$ cat config.mk
export PLATFORM = sky130hd
export DESIGN_NAME = ipt_ram
export DESIGN_NICKNAME = d
export VERILOG_FILES = /design/src/rtl/indexed_priority_table_core_macros.svh /design/src/rtl/ipt_ram.sv
export SDC_FILE = /design/constraint.sdc
export NUM_CORES = 1
export LEC_CHECK = 0
export ABC_CLOCK_PERIOD_IN_PS = 1900
export BUFFER_PORTS_ARGS = -buffer_cell sky130_fd_sc_hd__buf_4
export CORE_ASPECT_RATIO = 1.2
export CORE_UTILIZATION = 54
export DETAILED_ROUTE_END_ITERATION = 7
export PLACE_DENSITY = 0.76
export SYNTH_ARGS = -nofsm -noshare
export SYNTH_HDL_FRONTEND = slang
export SYNTH_SLANG_ARGS = --single-unit
$ cat constraint.sdc
create_clock -name clk -period 1.9 [get_ports clk]
set_input_delay 0.38 -clock clk [delete_from_list [all_inputs] [get_ports clk]]
set_output_delay 0.38 -clock clk [all_outputs]
set_load 0.01 [all_outputs]
$ cat src/rtl/indexed_priority_table_core_macros.svh
// Assertion macros for the indexed priority table core.
// Included by modules that carry concurrent assertions; needs clk and arst_n in scope.
`ifndef INDEXED_PRIORITY_TABLE_CORE_MACROS_SVH
`define INDEXED_PRIORITY_TABLE_CORE_MACROS_SVH

// same-cycle implication
`define IPT_ASSERT_NOW(lbl, ante, cons) \
	lbl: assert property (@(posedge clk) disable iff (!arst_n) (ante) |-> (cons)) \
	else $error("assertion failed");

// next-cycle implication
`define IPT_ASSERT_NEXT(lbl, ante, cons) \
	lbl: assert property (@(posedge clk) disable iff (!arst_n) (ante) |=> (cons)) \
	else $error("assertion failed");

`endif

$ cat src/rtl/ipt_ram.sv
// Generic single-write, single-read synchronous RAM with registered read data.
// No dependencies.
module ipt_ram #(
	parameter int WIDTH = 8,
	parameter int DEPTH = 16
) (
	input  logic                     clk,
	input  logic                     we,
	input  logic [$clog2(DEPTH)-1:0] waddr,
	input  logic [WIDTH-1:0]         wdata,
	input  logic [$clog2(DEPTH)-1:0] raddr,
	output logic [WIDTH-1:0]         rdata
);

	logic [WIDTH-1:0] mem [DEPTH];

	always_ff @(posedge clk) begin
		if (we) begin
			mem[waddr] <= wdata;
		end
		rdata <= mem[raddr];
	end

endmodule

# Yosys cells after proc, flatten, opt, wreduce, memory -nomap -nowiden
# Memories as Yosys holds them, arrays and structs flattened. A register that Yosys moved wholly into a read port is not among the register bits.
# Cells that the tools add are included.
# classes
muxes	2
# op_table
op	count
2-to-1 mux 1 bit	2
# word_totals
regBits	0
mem_bits_rw	128
inputBits	18
out_inout_bits	8
wordCells	3
memories	1
# mem_list
name	depth	word_bits	rd	rd_clocked_by_memory_dff	wr	line	rtl
mem	16	8	1	1	1	ipt_ram.sv:15	logic [WIDTH-1:0] mem [DEPTH];

# Logic depth before layout (Yosys ltp)
# Gate-level depths: netlist of the first run.
# depth
ltp_word	2
depth_mapped	5
ltp_nobuf	3

# Worst setup path after synthesis of the first run
# No wires, ideal clock.
# synth_timing
path_kind	input port to flip-flop
from	in waddr[2]
to	mem mem[0][0], enable pin
setup_time_ns	0.383
arrival_time_ns	1.490
required_time_ns	1.517
path_slack_ns	0.027
path_stages	2
path_buffers	0
path_cell_list	or3b_2 -> nor3_1
# synth_rtl
element	line	rtl
from (decl)	ipt_ram.sv:9	input logic [$clog2(DEPTH)-1:0] waddr,
to (decl)	ipt_ram.sv:15	
# No word-level cell before the write port.

==> summary.txt, run 1 <==
CTS
  – CTS sink cnt: 136
  – Max clock buf depth: 2
  – Post-CTS setup buffer count: 0
  – Num CTS Buffers: 17
  – H-tree depth: 4
  – CTS tree: built
  – Hold buffers post-CTS: 0
  – Clk_lat worst skew: ~510 ps
  – Resized Gates After CTS: 0
  – Root Driver: clkbuf_8
  – CTS clk-pin slew, worst paths: 60 ps

Logic synthesis
  – #FFs+latches synth: ~140
  – Post-Syn Area per Cell: 22.5 um2
  – Ys Warns: 0
  – Synth unique cells: 19
  – Syn Nets: between 200 and 250
  – Synth area leader: edfxtp_1
  – Post-synth top cells: edfxtp_1, mux4_2, a22oi_1, mux4_1, nor2_1
  – Top-area cell type share of the netlist area: around three quarters
  – EDFF count, synth: 128
  – Async SR Flop Fraction: 0%
  – Mapped cell area: between 5000 and 6000 um2
  – Top post-synthesis cells by area: edfxtp_1, mux4_2, mux4_1
  – Cells after Synth: approximately 230
  – Sequential-to-total area share from yosys stat: approximately 80%
  – Most common cell in the synthesized netlist: edfxtp_1
  – Top_reg_cell synth: edfxtp_1

Final layout
  – Fin util: 67.3%
  – Fill cells: about 600
  – Ant diodes: 0
  – Share of layout cells above drive strength 1: 32.8%
  – Nets: slightly above 300
  – Area grow syn2layout: 19.4%
  – Post-Layout Cell Count: 419

Critical path
  – CP startpoint kind: flop
  – CP arrival: 1800 ps
  – Critical path class: reg -> reg
  – Critical Path RT: between 2000 and 2500 ps
  – Crit Path Max Fanout: 1
  – CP endpoint kind: flop

Placed design
  – GPL Wtd Cong: approximately 0.74
  – Post-DP HPWL: 6050 um
  – Placed instance count: roughly 390
  – Port-buffer cells: 25

Die
  – Die area: 9930 um2
  – Core area: between 9000 and 10000 um2
  – Row cnt: 38
  – Width of the die: approximately 91 um
  – Initial core utilization: between 50 and 60%
  – Die H: 109 um
  – I/O pins: 26

Detailed routing
  – Initial DRC count: ~130
  – Wire length per cell: 21.8 um
  – DRT Pass-1 Iters: 4
  – Vias per cell: approximately 5.8
  – Final antenna-violating net count: 0
  – Total Wirelength: just over 9000 um
  – Vias post-DR: roughly 2400
  – Post-route DRC violation count: 0

Timing
  – Endpoints failing hold: 0
  – Slew HR: 61.8%
  – Fmax: 714 MHz
  – Worst Max-Slew Pin Slew: between 500 and 600 ps
  – Tmin final: about 1400 ps
  – Worst clock skew: about 5.4 ps
  – RSZ-0062 raised after global routing: false
  – Crit share post-route: around three quarters
  – Setup TNS: 0 ps
  – Final Max Slew Viols: 0
  – Final setup fails: 0

Pwr
  – P per Cell Area: roughly 1100 nW/um2
  – Worst vdd ir: 0.000814 V
  – Sw frac: 20.0%
  – Seq pwr share: just over 50%
  – Leak: roughly 2.1 nW
  – P_sw: approximately 1.3 mW
  – Clk pwr share: approximately 45%
  – Gate power share: under 10%
  – Cell-internal power: about 5.4 mW

Global route
  – GRT Residual Overflow: 0
  – Largest net degree at the start of global routing: 32
  – First-pass GRT wire length: 14100 um
  – Initial antenna violation count: 0
  – Vias in the first global route: about 2500
  – Gr usage total: slightly above 20%

Job
  – Max_cap viols: 0

Min path
  – Hold WC Path Type: in -> reg

Status
  – Status: finished, final reports clean
[area by class of cell]
class	count	area (um2)	area share, %
timing repair buffer	48	385	6.27
multi-input combinational	83	1060	17.2
clock inverter	15	136	2.22
tap	120	150	2.44
clock buffer	17	414	6.74
sequential	136	4000	65.1
[placed cells by master, fill, tap and decap left out, drive strengths merged]
cell type  netlist  routed
mux4            32      32
nand2b           2       2
nand2            9       9
dfxtp            8       8
edfxtp         128     128
clkbuf           0      17
and2b            1       1
and2             1       1
buf              7      48
a22oi           16      16
clkinvlp         0       5
bufinv           0       2
nor3             4       4
nand3b           2       2
or3b             1       1
nor2            13      13
nand3            1       1
clkinv           0       8
nor2b            1       1
[kinds of logic (layout without fill, tap and decap cells)]
logic type | after synthesis | after routing | synth area share [%]
buffers and inverters | 10 | 80 | 1.68
and+or+nand+nor | 35 | 35 | 3.18
AOI/OAI and AO/OA | 16 | 16 | 2.33
muxes | 32 | 32 | 15.0
DFF | 136 | 136 | 77.8
[sequential cells by signal, indices dropped and copies added, names as in the netlist]
name,count
mem,128
rdata,8
[critical path, stage by stage (launching register included)]
cell,delay (ps)
edfxtp_1,370
mux4_1,560
a22oi_1,280
nand2_1,80
[metrics by stage]
step | total power [mW] | worst slack (ps) | area, um2 | hold slack [ps]
finish | 6.69 | 499 | 6150 | 177
global route | 6.89 | 449 | 6150 | 172
CTS | 6.74 | 481 | 6150 | 149
detailed placement | 3.78 | 57.4 | 5600 | 662
global placement | 3.76 | 58.9 | 5600 | 647
floorplan | 3.61 | 27.1 | 5150 | 479
[worst paths after layout]
kind              start          to  slack [ps]  cells past startpoint
max           mem[1][1]    rdata[1]         500                      3
min            wdata[6]  mem[14][6]         180                      1
max reg2reg   mem[1][1]    rdata[1]         500                      3
min reg2reg  mem[14][1]    rdata[1]         670                      3
[metal layers]
metal	wire length [um]	part of all wire [%]	GRT usage (%)
met1	3690	40	26.2
met2	4760	52	34.5
met3	527	5.8	4.67
met4	160	1.8	9.98
met5	0	0	0
[power by group through the flow]
| stage | clock network (mW) | logic (mW) | registers (mW) |
|---|---|---|---|
| 6_report | 2.98 | 0.333 | 3.38 |
| 3_5_place_dp | 0 | 0.337 | 3.44 |
| 2_1_floorplan | 0 | 0.170 | 3.44 |
| 4_1_cts | 3.02 | 0.338 | 3.38 |
| 5_1_grt | 3.14 | 0.363 | 3.38 |
| 3_3_place_gp | 0 | 0.328 | 3.44 |
Note: power is estimated with default switching activity, not from simulation.
==> inputs of run 2 (changes only) <==
ABC_CLOCK_PERIOD_IN_PS = 1300   (was 1900)
CORE_UTILIZATION = 60   (was 54)
PLACE_DENSITY = 0.8   (was 0.76)
clock period = 1.3 ns   (was 1.9 ns; I/O delays follow)
==> run 2 against run 1 <==
Routed wire length up 15%; sequential power up 46%; highest routed layer unchanged; global-route usage up 5.8 points; critical path type unchanged; largest power group unchanged; utilization up 10 points; non-clock buffer count up 14; die area down 9.8%.
==> summary.txt, run 2 (synthesis gave the netlist of run 1 again) <==
Status
  – Status: finished, final reports clean

Global route
  – First-pass GRT wire length: 15700 um
  – Largest net degree at the start of global routing: 17
  – Met2 usage: a little over two fifths
  – Vias in the first global route: about 2600
  – Initial antenna violation count: 0
  – Met1 Usage GRT: 34.7%
  – GR Util met3: 6.90%
  – GRT Residual Overflow: 0
  – Gr usage total: a little over a quarter
  – Busiest grt layer: met2

CTS
  – Clk_lat worst skew: roughly 520 ps
  – Max clock buf depth: 2
  – Num CTS Buffers: 17
  – Post-CTS setup buffer count: 0
  – CTS sink cnt: about 140
  – CTS tree: built
  – H-tree depth: 4
  – CTS clk-pin slew, worst paths: around 60 ps
  – Root Driver: clkbuf_8

Placed design
  – Port-buffer cells: 25
  – Pre-CTS WS: -341 ps
  – Placed Area: ~5700 um2
  – GPL Wtd Cong: around 0.75
  – Post-DP HPWL: 6630 um

Final layout
  – Fill cells: about 400
  – Largest regs: mem: 128 flops, rdata: 8 flops
  – Ant diodes: 0
  – Register Area: approximately 4000 um2
  – Biggest register: mem
  – Most common cell after layout, fill and taps aside: edfxtp_1
  – Share of layout cells above drive strength 1: 44.1%
  – Fin util: 77.7%
  – Area grow syn2layout: 23.8%
  – Commonest non-fill, non-tap cells in the layout: edfxtp_1, buf_4, mux4_2, clkbuf_16, nor2_1
  – Final instance area: roughly 6400 um2
  – Nets: approximately 320
  – Max reg flops: 128
  – Multi-input combinational cell area: 1090 um2

Critical path
  – CP endpoint kind: flop
  – CP startpoint kind: flop
  – Critical path class: reg -> reg
  – Critical Path RT: about 1700 ps
  – CP arrival: about 1700 ps
  – Crit Path Max Fanout: 1

Timing
  – Final Max Slew Viols: 0
  – Setup TNS: 0 ps
  – Endpoints failing hold: 0
  – Crit share post-route: 99.2%
  – RSZ-0062 raised after global routing: true
  – Worst Max-Slew Pin Slew: ~860 ps
  – Worst clock skew: roughly 7.6 ps
  – Fmax: between 700 and 800 MHz
  – Worst setup margin: slightly above 10 ps
  – Tmin final: 1290 ps
  – Slew HR: 42.5%
  – Final setup fails: 0

Die
  – I/O pins: 26
  – Row cnt: 36
  – Die area: between 8000 and 9000 um2
  – Core area: 8200 um2
  – Initial core utilization: around 63%
  – Width of the die: between 80 and 90 um
  – Die H: 103 um

Detailed routing
  – DRT Pass-1 Iters: 5
  – Total Wirelength: 10500 um
  – Wire length per cell: between 20 and 25 um
  – Post-route DRC violation count: 0
  – Vias post-DR: 2659
  – Vias per cell: about 6.2
  – Initial DRC count: around 220
  – Final antenna-violating net count: 0

Min path
  – Hold WC Path Type: in -> reg

Pwr
  – Leak: approximately 2.2 nW
  – Worst vdd ir: between 0.001 and 0.0015 V
  – Final Total Pwr: 10.2 mW
  – P per Cell Area: ~1600 nW/um2

Job
  – Max_cap viols: 0
==> run 2: changes by cell type in the layout (fill, tap and decap cells not counted), moves of 4 or more <==
cell / previous run / this run
buf_4: 46 / 56
mux4_1: 14 / 2
buf_12: 2 / 6
mux4_2: 18 / 30
nor3_1: 4 / 0
a22oi_2: 0 / 9
clkbuf_1: 0 / 4
a22oi_1: 16 / 7
clkinv_2: 7 / 3
==> run 2: area by class of cell <==
cell class,count,share of cell area (%)
Tap cell,114,2.24
Clock buffer,24,7.38
Sequential cell,136,62.9
Multi-Input combinational cell,83,17.2
Timing Repair Buffer,62,8.48
Clock inverter,8,1.88
==> run 2: per-stage QoR <==
step           cells  hold WS [ps]
5_1_grt          427          43.6
3_3_place_gp     395           565
4_1_cts          427          31.2
3_5_place_dp     395           576
2_1_floorplan    229           359
6_report         427          53.5
==> run 2: final timing paths <==
| kind | slack (ps) | endpoint | start | cells after the start |
|---|---|---|---|---|
| worst max register to register | 10 | rdata[5] | mem[11][5] | 3 |
| worst min register to register | 670 | rdata[2] | mem[15][2] | 3 |
| worst max-delay path | 10 | rdata[5] | mem[11][5] | 3 |
| worst min-delay path | 50 | mem[2][7] | wdata[7] | 1 |
==> run 2: worst max-delay path: stages (launching register included) <==
cell and delay, ps:
edfxtp_1 400, mux4_2 500, a22oi_2 200, nand2_1 70
==> run 2: what timing repair did <==
action	4_1_cts	5_1_grt
endpoints found under the setup margin	6	8
hold buffers	0	0
pin swaps	0	3
resized for setup	7	4
==> run 2: per-layer routing <==
metal / routed length [um] / vias up
li1: - / 1105
met1: 4090 / 1371
met2: 5430 / 161
met3: 842 / 22
met4: 170 / 0
met5: 0 / -
==> run 2: power breakdown <==
| part | switching (mW) | total (mW) | internal [mW] |
|---|---|---|---|
| clock | 1.66 | 4.72 | 3.06 |
| sequential | 0.0388 | 4.94 | 4.91 |
| combinational | 0.294 | 0.576 | 0.282 |
