`config.mk`:
```
export PLATFORM = sky130hd
export DESIGN_NAME = ipt_scan
export DESIGN_NICKNAME = d
export VERILOG_FILES = /design/src/rtl/indexed_priority_table_core_macros.svh /design/src/rtl/ipt_pkg.sv /design/src/rtl/ipt_scan.sv
export SDC_FILE = /design/constraint.sdc
export NUM_CORES = 1
export LEC_CHECK = 0
export ABC_AREA = 1
export BUFFER_PORTS_ARGS = -buffer_cell sky130_fd_sc_hd__buf_2
export CORE_MARGIN = 10
export CORE_UTILIZATION = 25
export DETAILED_ROUTE_END_ITERATION = 8
export PLACE_DENSITY = 0.61
export SLEW_MARGIN = 10
export SYNTH_ARGS = -nofsm -noshare
export SYNTH_HDL_FRONTEND = slang
export SYNTH_SLANG_ARGS = --single-unit
export TNS_END_PERCENT = 30
```
`constraint.sdc`:
```
create_clock -name clk -period 3.2 [get_ports clk]
set_input_delay 0.16 -clock clk [delete_from_list [all_inputs] [get_ports clk]]
set_output_delay 0.16 -clock clk [all_outputs]
set_load 0.01 [all_outputs]
```
`src/rtl/indexed_priority_table_core_macros.svh`:
```
// Assertion macros for the indexed priority table core.
// Included by modules that carry concurrent assertions; needs clk and arst_n in scope.
`ifndef INDEXED_PRIORITY_TABLE_CORE_MACROS_SVH
`define INDEXED_PRIORITY_TABLE_CORE_MACROS_SVH

// same-cycle implication
`define IPT_ASSERT_NOW(lbl, ante, cons) \
	lbl: assert property (@(posedge clk) disable iff (!arst_n) (ante) |-> (cons)) \
	else $error("assertion failed");

// next-cycle implication
`define IPT_ASSERT_NEXT(lbl, ante, cons) \
	lbl: assert property (@(posedge clk) disable iff (!arst_n) (ante) |=> (cons)) \
	else $error("assertion failed");

`endif

```
`src/rtl/ipt_pkg.sv`:
```
// Shared types and codes for the indexed priority table core.
// No dependencies.
package ipt_pkg;

	typedef enum logic [2:0] {
		CMD_ADD      = 3'd0,
		CMD_PROMOTE  = 3'd1,
		CMD_IS_VALID = 3'd2,
		CMD_GET      = 3'd3,
		CMD_GET_MAX  = 3'd4,
		CMD_POP_MAX  = 3'd5
	} ipt_cmd_t;

	typedef enum logic [2:0] {
		STAT_OK        = 3'd0,
		STAT_UNKNOWN   = 3'd1,
		STAT_EMPTY     = 3'd2,
		STAT_FULL      = 3'd3,
		STAT_EXHAUSTED = 3'd4
	} ipt_status_t;

	localparam logic [31:0] LAST_ID  = 32'hFFFF_FFFF;
	localparam logic [15:0] MAX_PRIO = 16'hFFFF;

	typedef struct packed {
		logic        vld;
		logic [31:0] id;
		logic [15:0] prio;
		logic [31:0] pay;
	} ipt_entry_t;

	localparam int ENTRY_W = $bits(ipt_entry_t);

	typedef struct packed {
		logic free;
		logic match;
		logic best;
	} ipt_found_t;

endpackage

```
`src/rtl/ipt_scan.sv`:
```
// Scan accumulator: tracks first free slot, id match and highest (priority, id) entry.
// Depends on ipt_pkg.
module ipt_scan import ipt_pkg::*; #(
	parameter int AW = 6
) (
	input  logic        clk,
	input  logic        arst_n,
	input  logic        start,
	input  logic        rvld_s1,
	input  logic [AW-1:0] raddr_s1,
	input  ipt_entry_t  rdata,
	input  logic [31:0] key,
	output ipt_found_t  found,
	output logic [AW-1:0] free_slot,
	output logic [AW-1:0] match_slot,
	output ipt_entry_t  match_entry,
	output logic [AW-1:0] best_slot,
	output ipt_entry_t  best_entry
);

	ipt_found_t found_q;
	logic [AW-1:0] free_slot_q, match_slot_q, best_slot_q;
	ipt_entry_t match_entry_q, best_entry_q;
	logic better;

	assign better = !found_q.best || (rdata.prio > best_entry_q.prio) ||
		((rdata.prio == best_entry_q.prio) && (rdata.id > best_entry_q.id));

	always_ff @(posedge clk or negedge arst_n) begin
		if (!arst_n) begin
			found_q <= '0;
		end else if (start) begin
			found_q <= '0;
		end else if (rvld_s1) begin
			if (!rdata.vld && !found_q.free) begin
				found_q.free <= 1'b1;
			end
			if (rdata.vld && rdata.id == key) begin
				found_q.match <= 1'b1;
			end
			if (rdata.vld && better) begin
				found_q.best <= 1'b1;
			end
		end
	end

	always_ff @(posedge clk) begin
		if (rvld_s1 && !start) begin
			if (!rdata.vld && !found_q.free) begin
				free_slot_q <= raddr_s1;
			end
			if (rdata.vld && rdata.id == key) begin
				match_slot_q  <= raddr_s1;
				match_entry_q <= rdata;
			end
			if (rdata.vld && better) begin
				best_slot_q  <= raddr_s1;
				best_entry_q <= rdata;
			end
		end
	end

	assign found       = found_q;
	assign free_slot   = free_slot_q;
	assign match_slot  = match_slot_q;
	assign match_entry = match_entry_q;
	assign best_slot   = best_slot_q;
	assign best_entry  = best_entry_q;

endmodule

```
## Word level (Yosys, flattened, before mapping)

Index checks and enable logic that the tools add are counted.

- Flip-flop bits (word level): 183
- Latch bits: 0
- RAM bits: 0
- Memory bits (read-only): 0
- Input bits: 123
- Output and inout port bits: 183
- Word-level logic and storage cells: 44
- Memories: 0

- Add/subtract/negate cells: 0
- $mul: 0
- Divide/modulo/power cells: 0
- Magnitude comparators: 2
- Eq/ne operators: 2
- Shifts and indexed selects: 0
- Mux-type cells: 5
- Bitwise gates (word level): 0
- Reduce and logical (&&, ||, !) cells: 21

Operator list:

| kind | count |
|---|---|
| 32-bit equality test | 1 |
| 32-bit > comparator | 1 |
| 16-bit equality test | 1 |
| 16-bit > comparator | 1 |
| 2-bit AND reduction | 6 |
| 2-bit nonzero test | 4 |
| 3-bit two-way mux | 2 |
| 1-bit logical AND | 5 |
| 1-bit logical NOT | 4 |
| 1-bit two-way mux | 3 |
| 1-bit logical OR | 2 |

## Depth between registers and ports, before layout

Gate-level depths: netlist of the first run.

- Depth in word-level cells: 7
- Depth in mapped cells: 17
- Gate-level depth less buffers: 17

## Least setup slack after synthesis of the first run

Ideal clock, no wire load.

- Path kind: reg2reg
- From: register best_entry_q (netlist bit best_entry[79])
- To: register best_entry_q (netlist bit best_entry[0]), enable pin
- Setup time: 0.441 ns
- Arrival: 3.020 ns
- Required time: 2.759 ns
- Path slack: -0.261 ns
- Cell stages (with the launch flop): 13
- Buffers on the path: 0
- Clock period less this slack: 3.461 ns
- Cell sequence: edfxtp_1 -> inv_1 -> ha_1 -> nand2_1 -> nor2_1 -> nand2_1 -> nor2_2 -> nand2_1 -> nand2_1 -> nand2_1 -> nand2_1 -> nand2_1 -> inv_1

- Word-level cells in the longest chain between the ends: 5

Ends and longest elaborated chain:

| element | RTL line | text |
|---|---|---|
| start, declared | ipt_scan.sv:23 | `ipt_entry_t match_entry_q, best_entry_q;` |
| start signal, assigned | ipt_scan.sv:58 | `best_entry_q <= rdata;` |
| 32-bit > comparator | ipt_scan.sv:27 | `((rdata.prio == best_entry_q.prio) && (rdata.id > best_entry_q.id));` |
| 1-bit logical AND | ipt_scan.sv:27 |  |
| 1-bit logical OR | ipt_scan.sv:26 | `assign better = !found_q.best \|\| (rdata.prio > best_entry_q.prio) \|\|` |
| 1-bit logical AND | ipt_scan.sv:56 | `if (rdata.vld && better) begin` |
| 2-bit AND reduction (no line) | n/a |  |

Every way passes these cells.
A chain may end at the register's enable or synchronous reset.

## Final worst setup path of the first run

- From: input rdata[54] (netlist name)
- To: register best_entry_q (netlist bit best_entry[61]), enable pin

- Word-level cells in the longest chain between the ends: 5

Ends and longest elaborated chain:

| element | RTL line | text |
|---|---|---|
| start, declared | ipt_scan.sv:11 | `input ipt_entry_t rdata,` |
| 32-bit > comparator | ipt_scan.sv:27 |  |
| 1-bit logical AND | ipt_scan.sv:27 |  |
| 1-bit logical OR | ipt_scan.sv:26 |  |
| 1-bit logical AND | ipt_scan.sv:56 |  |
| 2-bit AND reduction (no line) | n/a |  |

Every way passes these cells.

==> run metrics, run 1 <==
status=complete, no violations; cell taking the most area after synthesis=edfxtp_1; Worst-Skew Late Latency=0.44 ns; Reg power frac=51.3%; Worst Path Buf+Inv=4; Initial Util=25.3%; yosys warns=0; largest net degree at the start of global routing=61; placed cell areas=between 9000 and 10000 sq um; synth cell count leaders=edfxtp_1 (180), inv_1 (73), nand2_1 (69), ha_1 (48), a21oi_1 (21); IO Count=306; top cell type's share of synthesized area=74.4%; Hold WS=0.0234 ns; grt total ovfl=0; main area contributors after synthesis=edfxtp_1 (74%), ha_1 (8.3%), inv_1 (3.8%), nand2_1 (3.6%), xor2_1 (2.2%); CP Capture Type=flip-flop; final antenna-violating net count=0; P_int=3.94 mW; synth-to-layout area growth=48.5%; worst rel slew slack=31.2%; combinational fraction of design power=8.7%; predominant post-synthesis flop cell=edfxtp_1; DRT Wirelength=about 24000 um; post-synth cell types=27; gr usage total=between 10% and 20%; Seq cells post-synth=183; final hold violations=0; Die W=about 190 um; postcts setup bufs=0; Power Dens Cells=486 nW/um^2; top routing layer in use=met5; Seq/Total Area, Yosys=75.5%; fin area=10800 sq um; vias in the first global route=approximately 5600; Crit Path Max Fanout=60; LEAKAGE=4.70 nW; GP Congestion=0.768; Die Height=190 um; DRC viols=0; crit path kind=input port to flip-flop; slowest stage delay, CP=0.54 ns; CTS tree=yes; DP Worst Slack=approximately 0.73 ns; ratio of cells with drive above 1 in the final layout=39.0%; setup TNS=0 ns; Top delay family on crit path=buffers and inverters; total iterations of the first detailed-routing run=4; metal2 WL=11200 um; Final Util=~38%; fillers=between 2000 and 3000; Bufs on Longest Clock Path=2; area occupied by multi-input gates=1500 sq um; Syn Nets=650; clk_skew=0.0224 ns; Non-Filler Instances=about 1300; Inst Count DP=1172; unrepaired setup endpoints after global routing=no; Final HPWL DP=18300 um; dominant cell by count in the synthesized netlist=edfxtp_1; TritonCTS Buffers=17; Syn Inst Count=479; total chip power=5.24 mW; sw frac=24.9%; Worst Max-Slew Pin Slew=1.02 ns; Worst R2R End=best_entry[61]; first-pass GRT wire length=roughly 35000 um; hold path start=rdata[73]; Clk pwr share=between 40% and 50%; worst min path class=input port to flip-flop; post-synthesis instance area=7260 sq um; M1 WL=~9300 um; Crit path required time=3.29 ns; initial drt markers=roughly 170; worst endpoint data arrival time=2.50 ns; DR WL met3=2940 um; R2R cell count=13; slowest cell on the critical path=dlygate4sd3_1; core region area=28700 sq um; Pins Over Slew Limit=0; Async SR Flop Fraction=1.64%; die area=between 30000 and 40000 sq um; Peak VDD IR=0.268 mV; Vias/cell=4.04; fin crit period=2.42 ns; Synth Area per Inst=15.2 sq um; fin crit share=75.5%; WL/cell=between 15 and 20 um; maxcap violations=0; worst path cell trace=dlygate4sd3_1 > buf_2 > ha_1 > nand2_1 > nor2_1 > nand2_1 > nand2_1 > nand2_1 > nand2_1 > nand2_1 > nand2_1 > nand2_1 > nand2_1 > nand2_1 > clkinvlp_4 > buf_12; clk sink count=183; nets=1063; Vias=5215; I/O Buffers=about 310; WHS Path Cells=1; row count=a little over 60; number of synthesized flops with an enable pin=between 150 and 200; initial antenna violation count=2; WHS Endpoint=best_entry[73]; CP Launch Type=input port; Psw=around 1.3 mW; Most common cell on crit path=nand2_1; Max Clk Rate=414 MHz; Worst-path clk slew=0.09 ns; worst setup margin=a little under 0.8 ns; post-cts sizing count=0; Root Driver=clkbuf_16; r2r startpoint=best_entry[43]; Reg area=between 5000 and 6000 sq um; flop-to-flop setup slack=0.81 ns; final setup fails=0; H-tree depth=4
## layer usage
layer	global-route usage [%]	up-vias
met3	6.68	13
met5	0	-
met1	13.9	2430
met2	21.3	252
li1	-	2518
met4	3.33	2
## worst max path at each step
stage	startpoint	to	slack, ns	depth (start not counted)
2_1_floorplan	best_entry[55]	best_entry[0]	0.15	13
3_3_place_gp	best_entry[43]	best_entry[59]	0.73	13
3_5_place_dp	best_entry[43]	best_entry[75]	0.73	13
4_1_cts	best_entry[43]	best_slot[2]	0.71	13
5_1_grt	best_entry[43]	best_entry[54]	0.52	13
6_report	rdata[54]	best_entry[61]	0.78	16
## state kept, by name, summed over array words and instances, names as in the netlist
register,count
best_slot,6
free_slot,6
match_entry,81
found,3
best_entry,81
match_slot,6
## area by class of cell
class                           instances  area share [%]
Clock buffer                           17            3.95
Antenna cell                            1          0.0232
Timing Repair Buffer                  394            22.7
Multi-Input combinational cell        220            13.9
Sequential cell                       183            50.8
Clock inverter                         15            1.51
Inverter                               76            2.70
Tap cell                              384            4.46
## power by group through the flow
stage	Combinational [mW]	Clock [mW]	Sequential [mW]
floorplan	0.138	0	2.76
global placement	0.376	0	2.74
detailed placement	0.380	0	2.74
CTS	0.466	2.16	2.69
global route	0.512	2.27	2.69
finish	0.455	2.10	2.69
## repair_timing
action / 4_1_cts / 5_1_grt
endpoints found under the hold margin: 174 / 0
endpoints found under the setup margin: 0 / 0
hold buffers: 85 / 0
## cell usage in the layout (no fill, tap or decap), drive strengths merged
cell type	netlist	layout
buf	0	309
edfxtp	180	180
dlygate4sd3	0	85
inv	75	80
nand2	69	69
ha	48	48
nor2	23	23
a21oi	21	21
xor2	18	18
clkbuf	0	17
o21ai	9	9
clkinv	1	8
nand3	7	7
o22ai	4	4
nand4	4	4
nor4	4	4
clkinvlp	0	3
a22o	3	3
dfrtp	3	3
nor3	2	2
a21o	2	2
o21a	2	2
xnor2	2	2
diode	0	1
o21bai	1	1
a21boi	1	1
## worst register-to-register path: cells and delay by family (launching register included)
family,cells,cell delay [ns]
AOI/OAI and AO/OA,1,0.14
DFF,1,0.35
adders and majority gates,1,0.29
buffers and inverters,4,0.50
and+or+nand+nor,7,0.66
## cell families after synthesis
kind of cell | Yosys count | synth area share [%]
compound gates | 43 | 3.39
xor+xnor | 20 | 2.41
fa+ha+maj | 48 | 8.27
buf+inv | 76 | 3.93
flops | 183 | 75.5
simple gates | 109 | 6.51
(Power assumes the default switching activity.)
==> run 2: changes to the inputs <==
--- a/config.mk
+++ b/config.mk
@@ -5,12 +5,12 @@
 export SDC_FILE = /design/constraint.sdc
 export NUM_CORES = 1
 export LEC_CHECK = 0
-export ABC_AREA = 1
+export ABC_AREA = 0
 export BUFFER_PORTS_ARGS = -buffer_cell sky130_fd_sc_hd__buf_2
 export CORE_MARGIN = 10
 export CORE_UTILIZATION = 25
 export DETAILED_ROUTE_END_ITERATION = 8
-export PLACE_DENSITY = 0.61
+export PLACE_DENSITY = 0.59
 export SLEW_MARGIN = 10
 export SYNTH_ARGS = -nofsm -noshare
 export SYNTH_HDL_FRONTEND = slang
==> constraint.sdc (replaced) <==
create_clock -name clk -period 2.3 [get_ports clk]
set_input_delay 0.115 -clock clk [delete_from_list [all_inputs] [get_ports clk]]
set_output_delay 0.115 -clock clk [all_outputs]
set_load 0.01 [all_outputs]
==> run 2 against run 1 <==
  * The flow now finishes with violations (negative setup slack)
  * Combinational power up 48%
  * Synthesized area shrank 1.9%
  * Count of clock-buffer cells in the layout rose by 2
  * Final cell count decreased by 3.1%
  * Sequential cell count stayed put
  * Utilization is 2.2 points higher
  * Sequential share of layout area fell by 1.5 points
  * Clock skew decreased by 0.0079 ns
  * Critical path depth shrank 8
  * Non-clock buffer count up 40
  * Wire length fell by 2.6%
==> run metrics, run 2 <==
Die Height=189 um (was 190 um); final hold violations=0 (unchanged); Pins Over Slew Limit=0 (unchanged); initial antenna violation count=3 (was 2); fin crit period=2.38 ns; Seq cells post-synth=183 (unchanged); CP Capture Type=flip-flop (unchanged); worst endpoint data arrival time=2.54 ns (was 2.50 ns); Peak VDD IR=0.389 mV (was 0.268 mV); unrepaired setup endpoints after global routing=yes (was no); Initial Util=25.5% (was 25.3%); fillers=2642 (was 2767); Max Clk Rate=about 420 MHz; main combinational cell family by area after synthesis=adder cells (unchanged); commonest non-fill, non-tap cell in the layout=buf_2 (unchanged); Power Dens Cells=651 nW/um^2 (was 486 nW/um^2); main area contributors after synthesis=edfxtp_1 (76%), ha_1 (8.4%), inv_1 (2.7%), xnor2_1 (2.0%), xor2_1 (2.0%) (was edfxtp_1 (74%), ha_1 (8.3%), inv_1 (3.8%), nand2_1 (3.6%), xor2_1 (2.2%)); cell taking the most area after synthesis=edfxtp_1 (unchanged); total iterations of the first detailed-routing run=4 (unchanged); gr usage total=12.7% (about the same); clk sink count=183 (unchanged); Crit Path Max Fanout=41 (was 60); post-synthesis mux area share=0% (unchanged); worst setup margin=-0.0792 ns (was 0.784 ns); Synth Area per Inst=17.6 sq um (was 15.2 sq um); Vias/cell=4.08 (was 4.04); Final Util=39.8% (was 37.6%); fin crit share=103%; DRT Wirelength=23100 um (was 23800 um); Worst Max-Slew Pin Slew=0.413 ns (was 1.02 ns); post-synthesis instance area=7120 sq um (was 7260 sq um); IO Count=306 (unchanged); Syn Inst Count=405 (was 479); post-synth cell types=30 (was 27); Non-Filler Instances=1250 (was 1290); most frequent cells in the layout=buf_2 (305), edfxtp_1 (180), dlygate4sd3_1 (89), inv_1 (47), ha_1 (41) (was buf_2 (305), edfxtp_1 (180), dlygate4sd3_1 (85), inv_1 (71), nand2_1 (69)); die area=35600 sq um (was 36300 sq um); worst min path class=input port to asynchronous set/reset pin (was input port to flip-flop); r2r startpoint=best_entry[62] (was best_entry[43]); Crit path required time=2.46 ns (was 3.29 ns); failing checks=negative setup slack; Worst-Skew Late Latency=0.43 ns (was 0.44 ns); core region area=27900 sq um (was 28700 sq um); Root Driver=clkbuf_16 (unchanged); number of synthesized flops with an enable pin=180 (unchanged); top cell type's share of synthesized area=75.9% (was 74.4%); Vias=5101 (was 5215); largest net degree at the start of global routing=42 (was 61); post-synthesis simple-gate area fraction=3.99% (was 6.51%); synth cell count leaders=edfxtp_1 (180), inv_1 (51), ha_1 (48), xnor2_1 (16), xor2_1 (16) (was edfxtp_1 (180), inv_1 (73), nand2_1 (69), ha_1 (48), a21oi_1 (21)); Seq/Total Area, Yosys=77.0% (was 75.5%); GP Congestion=0.746 (was 0.768); CTS tree=yes (unchanged); initial drt markers=199 (was 166); nets=1029 (was 1063); adder-cell share of the synthesized area=8.43% (was 8.27%); Bufs on Longest Clock Path=2 (unchanged); I/O Buffers=305 (unchanged); Async SR Flop Fraction=1.64% (unchanged); final antenna-violating net count=0 (unchanged); predominant post-synthesis flop cell=edfxtp_1 (unchanged); synth-to-layout area growth=56.1% (was 48.5%); WL/cell=18.5 um (was 18.4 um); Worst-path clk slew=0.08 ns (was 0.09 ns); Syn Nets=576 (was 650); Worst setup startpoint=best_entry[62] (was rdata[54]); first-pass GRT wire length=34900 um (was 34800 um); final setup fails=86 (was 0); Die W=189 um (was 190 um); H-tree depth=4 (unchanged); Final HPWL DP=17900 um (was 18300 um); worst rel slew slack=72.2% (was 31.2%); Synth Area in Compound Gates=3.99% (was 3.39%); dominant cell by count in the synthesized netlist=edfxtp_1 (unchanged); grt total ovfl=0 (unchanged); xor-xnor portion of the synthesized cell area=3.94% (was 2.41%); CP Launch Type=flip-flop (was input port); maxcap violations=0 (unchanged); ratio of cells with drive above 1 in the final layout=45.4% (was 39.0%); Inst Count DP=1126 (was 1172); DRC viols=0 (unchanged); status=complete, but fails checks (was complete, no violations); clk_skew=0.0145 ns (was 0.0224 ns); TritonCTS Buffers=17 (unchanged); crit path kind=flip-flop to flip-flop (was input port to flip-flop); row count=61 (was 62); vias in the first global route=5664 (was 5574); LEAKAGE=4.66 nW (was 4.70 nW); yosys warns=0 (unchanged)
==> run 2: worst paths after layout <==
path                            slack (ns)  depth (start not counted)               to
min in group clk                      0.08                          2  match_entry[63]
worst max-delay path                 -0.08                          8     best_slot[5]
max in group asynchronous             2.11                          2         found[2]
worst min register to register        0.48                          1         found[1]
worst max register to register       -0.08                          8     best_slot[5]
worst min-delay path                  0.07                          2         found[1]
==> run 2: where the power goes <==
| part | internal, mW | switching, mW | total, mW |
|---|---|---|---|
| combinational | 0.346 | 0.329 | 0.675 |
| sequential | 3.72 | 0.0194 | 3.74 |
| clock | 1.51 | 1.31 | 2.82 |
==> run 2: cells by family (layout without fill, tap and decap cells) <==
family,after synthesis,in the layout
AND/OR/NAND/NOR,48,48
buffers and inverters,51,516
AO/OA/AOI/OAI,43,43
flip-flops,183,183
other,0,2
adder cells (fa/ha/maj),48,48
XOR/XNOR,32,32
==> run 2: layout make-up <==
| cell class | instances | area, sq um | area share [%] |
|---|---|---|---|
| repair buffers | 434 | 2800 | 25.2 |
| clock inverters | 12 | 124 | 1.11 |
| diodes | 2 | 5.00 | 0.0450 |
| clock buffers | 19 | 433 | 3.89 |
| inverters | 51 | 191 | 1.72 |
| multi-input cells | 171 | 1610 | 14.5 |
| flip-flops and latches | 183 | 5480 | 49.3 |
| well taps | 378 | 473 | 4.25 |
==> run 2: critical path, stage by stage, from the launching register on <==
cell      delay (ns)
edfxtp_1        0.41
inv_2           0.09
ha_4            0.21
nand4_1         0.18
nor2_1          0.08
a221o_1         0.39
o311ai_4        0.31
nand3_4         0.16
buf_16          0.23
==> run 2: metrics by stage <==
| stage | area [sq um] | hold slack, ns | TNS (ns) | power, mW | worst slack [ns] |
|---|---|---|---|---|---|
| detailed placement | 9540 | -0.0653 | -9.28 | 4.36 | -0.140 |
| finish | 11100 | 0.0663 | -3.80 | 7.24 | -0.0792 |
| global placement | 9540 | -0.0653 | -9.67 | 4.35 | -0.156 |
| CTS | 11100 | 0.0189 | -2.24 | 7.39 | -0.0532 |
| floorplan | 7180 | -0.181 | -43.76 | 4.02 | -0.480 |
| global route | 11100 | 0.0488 | -16.66 | 7.56 | -0.228 |
==> run 2: layer usage <==
| layer | share of wire (%) | global-route usage (%) | up-vias |
|---|---|---|---|
| met2 | 48 | 21.3 | 212 |
| met3 | 9.4 | 5.76 | 19 |
| li1 | - | - | 2452 |
| met1 | 41 | 14.4 | 2416 |
| met4 | 1.5 | 3.57 | 2 |
| met5 | 0.056 | 0 | - |
==> run 2: repair_timing <==
action	CTS	global route
pin swaps	2	0
hold buffers	89	0
setup endpoints to repair	87	87
resized for setup	13	1
setup buffers	1	1
hold endpoints to repair	184	0
==> run 3: changes to the inputs <==
--- a/config.mk
+++ b/config.mk
@@ -10,6 +10,7 @@
 export CORE_MARGIN = 10
 export CORE_UTILIZATION = 25
 export DETAILED_ROUTE_END_ITERATION = 8
+export HOLD_SLACK_MARGIN = 0.1
 export PLACE_DENSITY = 0.59
 export SLEW_MARGIN = 10
 export SYNTH_ARGS = -nofsm -noshare
==> run 3 against run 2 <==
  * The run still ends with negative setup slack left
  * Design area up 0.18%
  * Combinational power about the same
  * Final cell count up 0.16%
  * Register-to-register slack hardly changed
  * Sequential share of layout area down 0.089 points
  * Utilization increased by 0.072 points
  * Wire length about the same
  * Global-route usage is essentially flat
  * Critical path type unchanged
  * Largest cell class unchanged
  * Largest power group unchanged
==> run metrics, run 3 (same netlist as run 2, synthesis figures left out) <==
status=complete, but fails checks (unchanged); failing checks=negative setup slack (unchanged); H-tree depth=4 (unchanged); final hold violations=0 (unchanged); commonest non-fill, non-tap cell in the layout=buf_2 (unchanged); Root Driver=clkbuf_16 (unchanged); vias in the first global route=5685 (was 5664); total chip power=7.24 mW (about the same); worst endpoint data arrival time=2.54 ns (about the same); largest net degree at the start of global routing=42 (unchanged); worst min path class=input port to flip-flop (was input port to asynchronous set/reset pin); LEAKAGE=4.67 nW (was 4.66 nW); Vias=5119 (was 5101); Non-Filler Instances=1252 (was 1250); met3 usage=5.74% (was 5.76%); Vias/cell=4.09 (was 4.08); maxcap violations=0 (unchanged); final setup fails=86 (unchanged); Pins Over Slew Limit=0 (unchanged); total iterations of the first detailed-routing run=4 (unchanged); gr usage total=12.7% (about the same); slowest cell on the critical path=edfxtp_1 (unchanged); TritonCTS Buffers=17 (unchanged); Die W=189 um (unchanged); final antenna-violating net count=0 (unchanged); IO Count=306 (unchanged); Worst setup startpoint=best_entry[62] (unchanged); CP Capture Type=flip-flop (unchanged); ratio of cells with drive above 1 in the final layout=45.3% (was 45.4%); DRT Wirelength=23200 um (was 23100 um); CP Launch Type=flip-flop (unchanged); hold path start=rvld_s1; most frequent cells in the layout=buf_2 (305), edfxtp_1 (180), dlygate4sd3_1 (91), inv_1 (47), ha_1 (41) (was buf_2 (305), edfxtp_1 (180), dlygate4sd3_1 (89), inv_1 (47), ha_1 (41)); clk sink count=183 (unchanged); clk_skew=0.0146 ns (was 0.0145 ns); initial drt markers=202 (was 199); Worst-path clk slew=0.08 ns (about the same); I/O Buffers=305 (unchanged); Bufs on Longest Clock Path=2 (unchanged); DRC viols=0 (unchanged); nets=1031 (was 1029); Worst Max-Slew Pin Slew=0.413 ns (about the same); worst rel slew slack=72.2% (about the same); fillers=2646 (was 2642); R2R cell count=8 (unchanged); met1 GRT Util=14.3% (was 14.4%); worst setup margin=-0.0814 ns (was -0.0792 ns); Peak VDD IR=0.390 mV (was 0.389 mV); Inst Count DP=1126 (unchanged); row count=61 (unchanged); Die Height=189 um (unchanged); WL/cell=18.5 um (about the same); Max Clk Rate=420 MHz (about the same); WHS Path Cells=3; grt total ovfl=0 (unchanged); die area=35600 sq um (unchanged); worst path cell trace=inv_2 > ha_4 > nand4_1 > nor2_1 > a221o_1 > o311ai_4 > nand3_4 > buf_16 (unchanged); slowest stage delay, CP=0.41 ns (about the same); synth-to-layout area growth=56.4% (was 56.1%); Crit path required time=2.46 ns (about the same); Final HPWL DP=17900 um (unchanged); r2r startpoint=best_entry[62] (unchanged); first-pass GRT wire length=34900 um (about the same); unrepaired setup endpoints after global routing=yes (unchanged); CTS tree=yes (unchanged); fin crit share=104% (was 103%); crit path kind=flip-flop to flip-flop (unchanged); initial antenna violation count=3 (unchanged); Crit Path Max Fanout=41 (unchanged); fin crit period=2.38 ns (about the same); Initial Util=25.5% (unchanged); gr busiest metal=met2 (unchanged); GP Congestion=0.746 (unchanged); core region area=27900 sq um (unchanged); Worst-Skew Late Latency=0.43 ns (about the same); Power Dens Cells=650 nW/um^2 (was 651 nW/um^2); Final Util=39.9% (was 39.8%); routing usage on met2=21.3% (about the same)
-- run 3: cell types whose count changed in the layout (fill, tap and decap cells not counted), sizes merged --
cell / before / now
dlygate4sd3: 89 / 91
-- run 3: final cells by class --
| type | count | area [sq um] | area share, % |
|---|---|---|---|
| inverters | 51 | 191 | 1.72 |
| repair buffers | 436 | 2820 | 25.4 |
| multi-input cells | 171 | 1610 | 14.4 |
| clock buffers | 19 | 433 | 3.89 |
| well taps | 378 | 473 | 4.25 |
| flip-flops and latches | 183 | 5480 | 49.2 |
| diodes | 2 | 5.00 | 0.0449 |
| clock inverters | 12 | 124 | 1.11 |
-- run 3: report_power, final --
part | internal, mW | switching (mW) | total (mW) | leakage, nW
clock | 1.51 | 1.31 | 2.82 | 0.275
combinational | 0.348 | 0.329 | 0.677 | 2.72
sequential | 3.72 | 0.0193 | 3.74 | 1.67
total | 5.58 | 1.66 | 7.24 | 4.67
-- run 3: per-stage QoR --
stage | hold WS, ns | setup TNS (ns) | cell area [sq um] | setup slack (ns)
detailed placement | -0.0653 | -9.28 | 9540 | -0.140
global route | 0.274 | -16.67 | 11100 | -0.228
CTS | 0.250 | -2.24 | 11100 | -0.0532
floorplan | -0.181 | -43.76 | 7180 | -0.480
finish | 0.277 | -3.88 | 11100 | -0.0814
global placement | -0.0653 | -9.67 | 9540 | -0.156
-- run 3: critical path, delay by kind of cell (launching register included) --
| kind | cells | cell delay [ns] |
|---|---|---|
| AOI/OAI and AO/OA | 2 | 0.70 |
| adders and majority gates | 1 | 0.21 |
| buffers and inverters | 2 | 0.32 |
| DFF | 1 | 0.41 |
| and+or+nand+nor | 3 | 0.42 |
-- run 3: routing by layer --
| metal | vias to the layer above | routed length [um] |
|---|---|---|
| met3 | 20 | 2190 |
| li1 | 2459 | - |
| met2 | 217 | 11200 |
| met4 | 2 | 356 |
| met1 | 2421 | 9390 |
| met5 | - | 13 |
-- run 3: worst paths after layout --
| check | end | slack (ns) |
|---|---|---|
| min reg2reg | found[1] | 0.48 |
| min | free_slot[2] | 0.28 |
| max in group asynchronous | found[2] | 1.50 |
| max | best_slot[5] | -0.08 |
| min in group asynchronous | found[1] | 0.63 |
| max reg2reg | best_slot[5] | -0.08 |
-- run 3: repair_timing --
item / 4_1_cts / 5_1_grt
hold buffers: 91 / 0
endpoints found under the setup margin: 87 / 87
pin swaps: 2 / 0
hold endpoints to repair: 186 / 0
resized for setup: 13 / 1
setup buffers: 1 / 1
